--- src/rtl/bcv_pkg.sv ---
// Constants and curve tables for the battery charge from voltage block.
package bcv_pkg;

  localparam int unsigned VOLT_W    = 17;
  localparam int unsigned CHARGE_W  = 14;
  localparam int unsigned SEG_COUNT = 12;
  localparam int unsigned SEG_W     = 4;
  // quotient within a segment never exceeds the largest step (1000)
  localparam int unsigned Q_W       = 10;

  // steepest segment: 1000 centipercent over 20 mV per cell
  localparam int unsigned MAX_SLOPE = 50;
  localparam int unsigned MAX_SPAN_CELL_MV = 1000;
  localparam int unsigned TOP_CELL_MV = 4200;

  typedef int unsigned seg_tab_t [SEG_COUNT];

  localparam seg_tab_t CELL_LO_MV = '{
    2500, 3500, 3680, 3700, 3730, 3770,
    3790, 3820, 3870, 3930, 4000, 4060
  };
  localparam seg_tab_t CELL_SPAN_MV = '{
    1000, 180, 20, 30, 40, 20,
    30, 50, 60, 70, 60, 140
  };
  localparam seg_tab_t SEG_BASE = '{
    0, 500, 1000, 1500, 2000, 3000,
    4000, 5000, 6000, 7000, 8000, 9000
  };
  localparam seg_tab_t SEG_STEP = '{
    500, 500, 500, 500, 1000, 1000,
    1000, 1000, 1000, 1000, 1000, 1000
  };

endpackage

--- src/rtl/bcv_front.sv ---
// Front end: takes voltage samples, finds the segment and the offset into it.
module bcv_front import bcv_pkg::*; #(
  parameter int unsigned SERIES_CELLS = 6,
  parameter int unsigned D_W = 13
) (
  input  logic              in_valid,
  output logic              in_stall,
  input  logic [VOLT_W-1:0] in_pack_voltage_mv,
  input  logic              q_full,
  output logic              q_push,
  output logic [SEG_W-1:0]  q_seg,
  output logic [D_W-1:0]    q_delta
);

  localparam logic [VOLT_W-1:0] TOP_MV = VOLT_W'(TOP_CELL_MV * SERIES_CELLS);
  localparam logic [D_W-1:0] TOP_SPAN =
    D_W'(CELL_SPAN_MV[SEG_COUNT-1] * SERIES_CELLS);

  logic [SEG_W-1:0]  seg;
  logic [VOLT_W-1:0] seg_lo;
  logic              above;
  logic              below;

  assign in_stall = q_full;
  assign q_push   = in_valid && !q_full;

  always_comb begin
    seg    = '0;
    seg_lo = VOLT_W'(CELL_LO_MV[0] * SERIES_CELLS);
    for (int i = 1; i < SEG_COUNT; i++) begin
      if (in_pack_voltage_mv > VOLT_W'(CELL_LO_MV[i] * SERIES_CELLS)) begin
        seg    = SEG_W'(i);
        seg_lo = VOLT_W'(CELL_LO_MV[i] * SERIES_CELLS);
      end
    end
  end

  assign above = in_pack_voltage_mv > TOP_MV;
  assign below = in_pack_voltage_mv <= VOLT_W'(CELL_LO_MV[0] * SERIES_CELLS);

  // Out-of-range samples are pinned to the ends of the curve: zero offset in
  // the first segment, full span in the last one.
  always_comb begin
    q_seg = seg;
    if (above) begin
      q_delta = TOP_SPAN;
    end else if (below) begin
      q_delta = '0;
    end else begin
      q_delta = D_W'(in_pack_voltage_mv - seg_lo);
    end
  end

endmodule

--- src/rtl/bcv_fifo.sv ---
// Two-entry queue between the front end and the interpolation pipeline.
module bcv_fifo #(
  parameter int unsigned W = 17
) (
  input  logic         clk,
  input  logic         rst_n,
  input  logic         push,
  input  logic [W-1:0] push_data,
  output logic         full,
  input  logic         pop,
  output logic         empty,
  output logic [W-1:0] pop_data
);

  logic [W-1:0] mem_r [2];
  logic         wr_ptr_r, wr_ptr_nxt;
  logic         rd_ptr_r, rd_ptr_nxt;
  logic [1:0]   count_r, count_nxt;

  assign full     = count_r == 2'd2;
  assign empty    = count_r == 2'd0;
  assign pop_data = mem_r[rd_ptr_r];

  always_comb begin
    wr_ptr_nxt = push ? !wr_ptr_r : wr_ptr_r;
    rd_ptr_nxt = pop  ? !rd_ptr_r : rd_ptr_r;
    count_nxt  = count_r;
    if (push && !pop) begin
      count_nxt = count_r + 2'd1;
    end else if (pop && !push) begin
      count_nxt = count_r - 2'd1;
    end
  end

  always_ff @(posedge clk) begin
    if (!rst_n) begin
      wr_ptr_r <= 1'b0;
      rd_ptr_r <= 1'b0;
      count_r  <= 2'd0;
    end else begin
      wr_ptr_r <= wr_ptr_nxt;
      rd_ptr_r <= rd_ptr_nxt;
      count_r  <= count_nxt;
    end
  end

  always_ff @(posedge clk) begin
    if (push) begin
      mem_r[wr_ptr_r] <= push_data;
    end
  end

  a_no_overflow: assert property (@(posedge clk) disable iff (!rst_n)
    !(push && full))
    else $error("push into full queue");

  a_no_underflow: assert property (@(posedge clk) disable iff (!rst_n)
    !(pop && empty))
    else $error("pop from empty queue");

endmodule

--- src/rtl/bcv_back.sv ---
// Back end: reciprocal multiply, one-step remainder correction, output register.
module bcv_back import bcv_pkg::*; #(
  parameter int unsigned SERIES_CELLS = 6,
  parameter int unsigned D_W = 13
) (
  input  logic                clk,
  input  logic                rst_n,
  input  logic                q_empty,
  output logic                q_pop,
  input  logic [SEG_W-1:0]    q_seg,
  input  logic [D_W-1:0]      q_delta,
  output logic                out_valid,
  input  logic                out_stall,
  output logic [CHARGE_W-1:0] out_charge_centipercent
);

  // Offset is always below 2**K, so floor(step * 2**K / span) undershoots
  // the quotient by at most one.
  localparam int unsigned K   = D_W;
  localparam int unsigned RW  = $clog2(((MAX_SLOPE << K) / SERIES_CELLS) + 1);
  localparam int unsigned PW  = D_W + RW;
  localparam int unsigned NW  = D_W + Q_W;

  localparam int unsigned SPAN [SEG_COUNT] = '{
    CELL_SPAN_MV[0]  * SERIES_CELLS, CELL_SPAN_MV[1]  * SERIES_CELLS,
    CELL_SPAN_MV[2]  * SERIES_CELLS, CELL_SPAN_MV[3]  * SERIES_CELLS,
    CELL_SPAN_MV[4]  * SERIES_CELLS, CELL_SPAN_MV[5]  * SERIES_CELLS,
    CELL_SPAN_MV[6]  * SERIES_CELLS, CELL_SPAN_MV[7]  * SERIES_CELLS,
    CELL_SPAN_MV[8]  * SERIES_CELLS, CELL_SPAN_MV[9]  * SERIES_CELLS,
    CELL_SPAN_MV[10] * SERIES_CELLS, CELL_SPAN_MV[11] * SERIES_CELLS
  };

  localparam int unsigned RECIP [SEG_COUNT] = '{
    (SEG_STEP[0]  << K) / (CELL_SPAN_MV[0]  * SERIES_CELLS),
    (SEG_STEP[1]  << K) / (CELL_SPAN_MV[1]  * SERIES_CELLS),
    (SEG_STEP[2]  << K) / (CELL_SPAN_MV[2]  * SERIES_CELLS),
    (SEG_STEP[3]  << K) / (CELL_SPAN_MV[3]  * SERIES_CELLS),
    (SEG_STEP[4]  << K) / (CELL_SPAN_MV[4]  * SERIES_CELLS),
    (SEG_STEP[5]  << K) / (CELL_SPAN_MV[5]  * SERIES_CELLS),
    (SEG_STEP[6]  << K) / (CELL_SPAN_MV[6]  * SERIES_CELLS),
    (SEG_STEP[7]  << K) / (CELL_SPAN_MV[7]  * SERIES_CELLS),
    (SEG_STEP[8]  << K) / (CELL_SPAN_MV[8]  * SERIES_CELLS),
    (SEG_STEP[9]  << K) / (CELL_SPAN_MV[9]  * SERIES_CELLS),
    (SEG_STEP[10] << K) / (CELL_SPAN_MV[10] * SERIES_CELLS),
    (SEG_STEP[11] << K) / (CELL_SPAN_MV[11] * SERIES_CELLS)
  };

  localparam logic [CHARGE_W-1:0] CHARGE_FULL = CHARGE_W'(10000);

  logic                advance;
  logic                s1_v_r, s1_v_nxt;
  logic [SEG_W-1:0]    s1_seg_r;
  logic [Q_W-1:0]      s1_q_r;
  logic [NW-1:0]       s1_num_r;
  logic                out_valid_r, out_valid_nxt;
  logic [CHARGE_W-1:0] out_charge_r;

  logic [PW-1:0]       prod;
  logic [NW-1:0]       num;
  logic [D_W-1:0]      s1_span;
  logic [NW-1:0]       qs;
  logic [NW-1:0]       rem;
  logic                inc;
  logic [CHARGE_W-1:0] charge;

  assign advance = !(out_valid_r && out_stall);
  assign q_pop   = advance && !q_empty;

  // stage 1: estimate quotient and form the exact numerator
  assign prod = PW'(q_delta) * PW'(RW'(RECIP[q_seg]));
  assign num  = NW'(q_delta) * NW'(Q_W'(SEG_STEP[q_seg]));

  // stage 2: fix the estimate against the remainder and add the segment base
  assign s1_span = D_W'(SPAN[s1_seg_r]);
  assign qs      = NW'(s1_q_r) * NW'(s1_span);
  assign rem     = s1_num_r - qs;
  assign inc     = rem >= NW'(s1_span);
  assign charge  = CHARGE_W'(SEG_BASE[s1_seg_r]) + CHARGE_W'(s1_q_r)
                 + CHARGE_W'(inc);

  always_comb begin
    s1_v_nxt      = s1_v_r;
    out_valid_nxt = out_valid_r;
    if (advance) begin
      s1_v_nxt      = !q_empty;
      out_valid_nxt = s1_v_r;
    end
  end

  always_ff @(posedge clk) begin
    if (!rst_n) begin
      s1_v_r      <= 1'b0;
      out_valid_r <= 1'b0;
    end else begin
      s1_v_r      <= s1_v_nxt;
      out_valid_r <= out_valid_nxt;
    end
  end

  always_ff @(posedge clk) begin
    if (advance) begin
      s1_seg_r     <= q_seg;
      s1_q_r       <= prod[K +: Q_W];
      s1_num_r     <= num;
      out_charge_r <= charge;
    end
  end

  assign out_valid               = out_valid_r;
  assign out_charge_centipercent = out_charge_r;

  a_one_step_fix: assert property (@(posedge clk) disable iff (!rst_n)
    s1_v_r |-> (s1_num_r >= qs) && (rem < (NW'(s1_span) << 1)))
    else $error("quotient estimate off by more than one");

  a_charge_range: assert property (@(posedge clk) disable iff (!rst_n)
    out_valid_r |-> out_charge_r <= CHARGE_FULL)
    else $error("charge above full scale");

endmodule

--- src/rtl/battery_charge_from_voltage_top.sv ---
// Top level: pack voltage (mV) to remaining charge (0.01 %) converter.
//
// Input channel in_*: one pack voltage sample per transaction on
// in_pack_voltage_mv, taken when in_valid is high and in_stall is low.
// Output channel out_*: one charge value per sample, in arrival order, on
// out_charge_centipercent, taken when out_valid is high and out_stall low.
// The curve is piecewise linear over twelve per-cell segments scaled by
// SERIES_CELLS; below the bottom breakpoint the charge is 0, above the top
// it is 10000.
// Throughput: one sample per cycle while the receiver does not stall. The
// front end classifies the sample combinationally into a two-entry queue;
// the back end is two registered stages (reciprocal multiply, then
// remainder correction into the output register). A sample passes from the
// queue through the stage-1 registers into the output register.
// Reset clears the queue and all valid flags; the data registers are not reset.
// When the receiver stalls, the output holds and the back end freezes; the
// queue still takes up to two samples before in_stall rises.
module battery_charge_from_voltage_top import bcv_pkg::*; #(
  parameter int unsigned SERIES_CELLS = 6
) (
  input  logic                clk,
  input  logic                rst_n,
  input  logic                in_valid,
  output logic                in_stall,
  input  logic [VOLT_W-1:0]   in_pack_voltage_mv,
  output logic                out_valid,
  input  logic                out_stall,
  output logic [CHARGE_W-1:0] out_charge_centipercent
);

  localparam int unsigned D_W = $clog2(MAX_SPAN_CELL_MV * SERIES_CELLS + 1);
  localparam int unsigned EW  = SEG_W + D_W;

  logic             q_push;
  logic             q_full;
  logic             q_pop;
  logic             q_empty;
  logic [SEG_W-1:0] f_seg;
  logic [D_W-1:0]   f_delta;
  logic [EW-1:0]    q_rd_data;

  bcv_front #(
    .SERIES_CELLS(SERIES_CELLS),
    .D_W(D_W)
  ) u_front (
    .in_valid(in_valid),
    .in_stall(in_stall),
    .in_pack_voltage_mv(in_pack_voltage_mv),
    .q_full(q_full),
    .q_push(q_push),
    .q_seg(f_seg),
    .q_delta(f_delta)
  );

  bcv_fifo #(
    .W(EW)
  ) u_fifo (
    .clk(clk),
    .rst_n(rst_n),
    .push(q_push),
    .push_data({f_seg, f_delta}),
    .full(q_full),
    .pop(q_pop),
    .empty(q_empty),
    .pop_data(q_rd_data)
  );

  bcv_back #(
    .SERIES_CELLS(SERIES_CELLS),
    .D_W(D_W)
  ) u_back (
    .clk(clk),
    .rst_n(rst_n),
    .q_empty(q_empty),
    .q_pop(q_pop),
    .q_seg(q_rd_data[EW-1 -: SEG_W]),
    .q_delta(q_rd_data[D_W-1:0]),
    .out_valid(out_valid),
    .out_stall(out_stall),
    .out_charge_centipercent(out_charge_centipercent)
  );

endmodule

--- config.mk ---
export PLATFORM = sky130hd
export DESIGN_NAME = battery_charge_from_voltage_top
export DESIGN_NICKNAME = d
export VERILOG_FILES = /design/src/rtl/bcv_pkg.sv /design/src/rtl/bcv_front.sv /design/src/rtl/bcv_fifo.sv /design/src/rtl/bcv_back.sv /design/src/rtl/battery_charge_from_voltage_top.sv
export SDC_FILE = /design/constraint.sdc
export NUM_CORES = 1
export LEC_CHECK = 0
export ABC_AREA = 0
export ABC_CLOCK_PERIOD_IN_PS = 10200
export BUFFER_PORTS_ARGS = -buffer_cell sky130_fd_sc_hd__buf_2
export CAP_MARGIN = 20
export CORE_MARGIN = 5
export CORE_UTILIZATION = 60
export DETAILED_ROUTE_END_ITERATION = 10
export PLACE_DENSITY_LB_ADDON = 0.08
export SYNTH_ARGS = -nofsm -noshare
export SYNTH_HDL_FRONTEND = slang
export SYNTH_HIERARCHICAL = 1
export SYNTH_SLANG_ARGS = --single-unit
--- constraint.sdc ---
create_clock -name clk -period 10.2 [get_ports clk]
set_input_delay 2.04 -clock clk [delete_from_list [all_inputs] [get_ports clk]]
set_output_delay 2.04 -clock clk [all_outputs]
set_load 0.02 [all_outputs]
-- After elaboration in Yosys (flattened, before gate mapping)
Memory sizes are Yosys's and may differ from the RTL's. A register that Yosys moved wholly into a read port is not among the register bits.
Cells that the tools add are included.
W data, S select, Z words.
- memories kept: 5
- ROM bits: 2048
- output and inout port bits: 16
- bits in registers: 57
- RAM bits: 34
- bits in latches: 0
- word-level logic and storage cells: 94
- memory list (name ; depth ; bits a word ; read ports ; clocked after Yosys merged registers in ; wr ports ; RTL line ; RTL):
    (name not given) ; 16 ; 32 ; 1 ; 0 ; 0 ; bcv_back.sv:78 ; assign charge = CHARGE_W'(SEG_BASE[s1_seg_r]) + CHARGE_W'(s1_q_r)
    (name not given) ; 16 ; 32 ; 1 ; 0 ; 0 ; bcv_back.sv:74 ; assign s1_span = D_W'(SPAN[s1_seg_r]);
    (name not given) ; 16 ; 32 ; 1 ; 0 ; 0 ; bcv_back.sv:71 ; assign num = NW'(q_delta) * NW'(Q_W'(SEG_STEP[q_seg]));
    (name not given) ; 16 ; 32 ; 1 ; 0 ; 0 ; bcv_back.sv:70 ; assign prod = PW'(q_delta) * PW'(RW'(RECIP[q_seg]));
    u_fifo.mem_r ; 2 ; 17 ; 1 ; 1 ; 1 ; bcv_fifo.sv:15 ; logic [W-1:0] mem_r [2];
- divide/modulo/power cells: 0
- bitwise logic cells: 2
- multiply operators: 3
- reduce and logical (&&, ||, !) cells: 14
- add/subtract/negate cells: 6
- equal/unequal tests: 1
- $lt $le $gt $ge: 16
- shift-type cells: 0
- multiplexer cells: 38
- operator list (kind ; count):
    $gt A17 B15 Y1 const B ; 12
    $mux W13 ; 14
    $mux W17 ; 2
    $mux W14 ; 2
    $ge A23 B13 Y1 ; 1
    $mul A10 B13 Y23 ; 1
    $mul A13 B10 Y23 ; 1
    $mul A13 B17 Y23 ; 1
    $sub A23 B23 Y23 ; 1
    $mux W10 ; 2
    $le A17 B14 Y1 const B ; 1
    $mux W4 ; 4
    $add A14 B1 Y14 ; 1
    $add A14 B10 Y14 ; 1
    $sub A13 B13 Y13 ; 1
    $mux W12 ; 1
    $mux W3 ; 4
    $ge A5 B5 Y1 const B ; 2
    $not A4 Y5 ; 2
    $mux W2 ; 4
    $logic_not A1 Y1 ; 7
    $logic_and A1 B1 Y1 ; 5
    $mux W1 ; 5
    $add A2 B1 Y2 const B ; 1
    other kinds (4) ; 4

-- Depth between registers and ports, before layout
- word-level depth: 15
- gate-level depth with buffers: 42
- gate-level depth less buffers: 41

-- By module
The synthesis kept the hierarchy.
- by module, submodules not included (module ; area an instance (um^2) ; instances ; cells each):
    bcv_back ; 15496.1 ; 1 ; 1659
    bcv_front ; 1448.9 ; 1 ; 225
    bcv_fifo ; 1443.9 ; 1 ; 75

-- Least setup slack after synthesis
OpenSTA, ideal clock, no wires.
- kind: flip-flop to flip-flop
- start: register u_back.s1_seg_r[0]
- end: register u_back.out_charge_r[12] (netlist: u_back/out_charge_centipercent[12]), data pin
- path slack: 1.471 ns
- buffers on the path: 2
- arrival time: 8.470 ns
- cell stages (with the launch flop): 39
- path through: edfxtp_1 inv_1 ha_1 nor2b_1 or3_1 clkbuf_1 and2_1 fa_1 inv_1 fa_1 fa_1 fa_1 inv_1 fa_1 inv_1 ha_1 clkbuf_1 inv_1 (+3 left out) ha_1 a31oi_1 nand3_1 a221oi_1 nand2_1 a211oi_1 o2111ai_1 or4_1 ha_1 ha_1 a21o_1 a21oi_1 o21bai_1 a21oi_1 o21ai_0 a21oi_1 xnor2_1 mux2_2
- longest elaborated chain between the ends: 8
- elaborated cells on any way between the ends: 12
- classes of those cells: add/sub (3); mul (1); order compare (1); mux (4); bitwise (1); memory (2)
- ends and longest elaborated chain (item ; RTL line ; RTL):
    start: declaration ; bcv_back.sv:52 ; logic [SEG_W-1:0] s1_seg_r;
    start signal: assignment ; bcv_back.sv:102 ; s1_seg_r <= q_seg;
    $not A4 Y5 (not written as such) * ; bcv_back.sv:74, bcv_back.sv:78 ;
    $mem_v2 Z16 W32 ; -- ;
    $mux W13 (not written as such) (2 in series) ; bcv_back.sv:74 ;
    $mul A10 B13 Y23 ; bcv_back.sv:75 ; assign qs = NW'(s1_q_r) * NW'(s1_span);
    $sub A23 B23 Y23 ; bcv_back.sv:76 ; assign rem = s1_num_r - qs;
    $ge A23 B13 Y1 ; bcv_back.sv:77 ; assign inc = rem >= NW'(s1_span);
    $add A14 B1 Y14 * ; bcv_back.sv:79 ; + CHARGE_W'(inc);
    via u_back.charge[12] ; bcv_back.sv:64 ; logic [CHARGE_W-1:0] charge;
    end signal: assignment ; bcv_back.sv:105 ; out_charge_r <= charge;
    end: declaration ; bcv_back.sv:56 ; logic [CHARGE_W-1:0] out_charge_r;
The timed path passes the listed nets; every way through them passes the cells marked *. The select of a mux whose other input is x is not followed.
A chain may end at the register's enable or synchronous reset.

-- Worst setup path after layout
Same ends and word-level chain as after synthesis.

==> impl_metrics.toml <==
[layout]
area_growth_pct = 4.55
final_core_util_pct = 63.2
fillCellCount = 2679
layout_commonest_cell = "inv_1"
nNetsFinal = 2483
num_antenna_cells = 0
final_layout_size_suffix_gt1_share_pct = 5.31
layout_common_cells = "inv_1 (381), fa_1 (291), ha_1 (218)"

[setup_path]
cp_max_fo = 10
critical_path.most_common_cell = "ha_1"
startpoint_type = "flop"
setup.worst_path.class = "flop to flop"
cp_data_required_time_ns = 10.31
max_stage_delay_ns = 0.56
cp.arrival_ns = 9.63
critPathSlowestCell = "edfxtp_1"
cp-end-kind = "flop"

[logic_synthesis]
syn-instance-count = 1959
synth_ff_type = "edfxtp_1"
synthesis.nets = 2489
async_reset_ff_share_pct = 0
ys_seq_elements = 90
avgSynthCellArea_um2 = 9.39
synth_area_um2 = 18400
synth_edf_count = 83
synth_warnings = 6
synth_seq_area_share_pct = 14.3
ys_types = 77

[clock_network]
cts_setup_buffers = 0
cts_resized = 0
cts.htree.levels = 3
clock_latency_ns = 0.36
clock_path_buffers = 2
cts_root_buf = "clkbuf_16"
clkSinkCount = 90
path_clk_slew_ns = 0.07
cts_buffers = 9
cts_tree = "yes"
hold_buffers = 0

[floorplanning]
dieArea_um2 = 34200
core-area_um2 = 30400
initial_core_util_pct = 60.4
die-width_um = 185
die_h_um = 185
io_pins = 37
row_count = 64

[detailed_routing]
dr.pass1.iters = 5
drtIter0Drc = 858
antenna_left = 0
via_per_inst = 5.74
drc_errors = 0
wirelength_mm = 44.4
vias = 13500
wl_per_cell_um = 18.9

[sta]
period_minus_slack_ns = 9.52
rsz0062_at_grt = "no"
slew_headroom_pct = 23.0
fmax_mhz = 105
worst_slew_pin_slew_ns = 1.15
finClkSkew_ns = 0.0163
fin_crit_sh_pct = 93.3
setup_tns_ns = 0
hold_viol_final = 0
holdWs_ns = 0.506
setup_viol = 0
drv_slew = 0

[placed_design]
place_congestion = 0.928
port_buffers = 36
dpl.hpwl_mm = 36.1

[grt]
grt_remaining_overflow = 0
grt_max_degree = 50
grt_usage_pct = 27.4
busiest_layer = "met2"
grt.met1_usage_pct = 38.4
gr-usage-met2_pct = 44.8
grtUsageMet3_pct = 5.38
grt_pass1_wl_mm = 74.2
grt_antenna_before_repair = 0
grt_pass1_vias = 14200

[run]
drv_cap = 0

[run_status]
status = "completed"

[worst_hold_path]
min_path_type = "flop to flop"
flip-flops by register name, summed over array words and instances, names as in the netlist, named ones only:
signal	cells
u_back/s1_seg_r	4
u_fifo/mem_r	34
u_fifo/wr_ptr_r	1
u_back/out_charge_centipercent	14
u_back/s1_num_r	21
u_back/out_valid	1
u_fifo/rd_ptr_r	1
u_back/s1_v_r	1
u_back/s1_q_r	10
u_fifo/count_r	2
path summary, 6_finish.rpt:
| kind | from | endpoint | slack, ns | cells after the start |
|---|---|---|---|---|
| max | u_back/s1_seg_r[0] | u_back/out_charge_centipercent[12] | 0.68 | 41 |
| min | u_back/s1_v_r | u_back/out_valid | 0.51 | 2 |
| max reg2reg | u_back/s1_seg_r[0] | u_back/out_charge_centipercent[12] | 0.68 | 41 |
| min reg2reg | u_back/s1_v_r | u_back/out_valid | 0.51 | 2 |
synth_stat cells, drive strengths merged (3+ instances only):
master	n	area [µm²]
nor3	44	220
a21oi	62	314
clkbuf	58	218
o21ai	56	295
o211ai	6	45.0
o311ai	4	35.0
nand2	153	574
nand2b	11	68.8
o2111ai	8	70.1
a211oi	11	82.6
a311oi	4	41.3
mux2	19	214
a311o	3	30.0
nand4b	3	26.3
nand3b	5	37.5
a21boi	4	33.8
o31ai	4	30.0
or3	4	25.0
and2	164	1030
edfxtp	83	2490
mux2i	6	60.1
a21o	15	113
o21bai	9	71.3
xor2	18	158
ha	218	2730
a211o	9	78.8
o21a	20	150
nand4	12	75.1
and3	17	106
inv	382	1430
nor2	76	285
xnor2	51	447
or2	3	18.8
buf	11	58.8
dfxtp	7	140
nor4	3	18.8
nor2b	26	163
or4	4	37.5
fa	291	5830
nand3	29	145
a31oi	11	68.8
cell type report:
type                       count  area, µm²  area share (%)
sequential                    90       2630            13.7
multi-input combinational   1418      14100            73.1
clock inverter                 5       80.1           0.417
timing repair buffer          52        300            1.56
clock buffer                  10        229            1.19
tap                          396        495            2.58
inverter                     382       1430            7.46
worst max-delay path, delay by kind of cell (launching register included):
family	cells	cell delay, ns
buf+inv	6	0.76
compound gates	15	2.76
mux	1	0.35
fa+ha+maj	10	3.50
xor+xnor	2	0.23
simple gates	7	1.09
flops	1	0.56
layer usage:
layer  vias to the layer above  part of all wire [%]
met1                      6685                    45
met5                         -                     0
met4                         0                   2.0
li1                       6310                     -
met3                        70                   6.3
met2                       444                    47
kinds of logic (layout without fill, tap and decap cells):
kind of cell,count (synthesis),after routing,share of synthesized area [%]
xor+xnor,69,69,3.29
simple gates,567,567,16.1
mux,25,25,1.49
buf+inv,451,449,9.30
flops,90,90,14.3
fa+ha+maj,509,509,46.5
compound gates,248,248,9.00
metrics by stage:
step,area (µm²),setup slack (ns),instances
after CTS,19200,0.649,2353
after global routing,19200,0.0467,2353
final,19200,0.679,2353
after floorplan,18400,1.47,1959
after detailed placement,18900,0.673,2338
after global placement,18900,0.887,2338
Power is left out: the tool's default activity adds up to more than one toggle a clock period on the data nets, which glitch-free logic cannot reach.
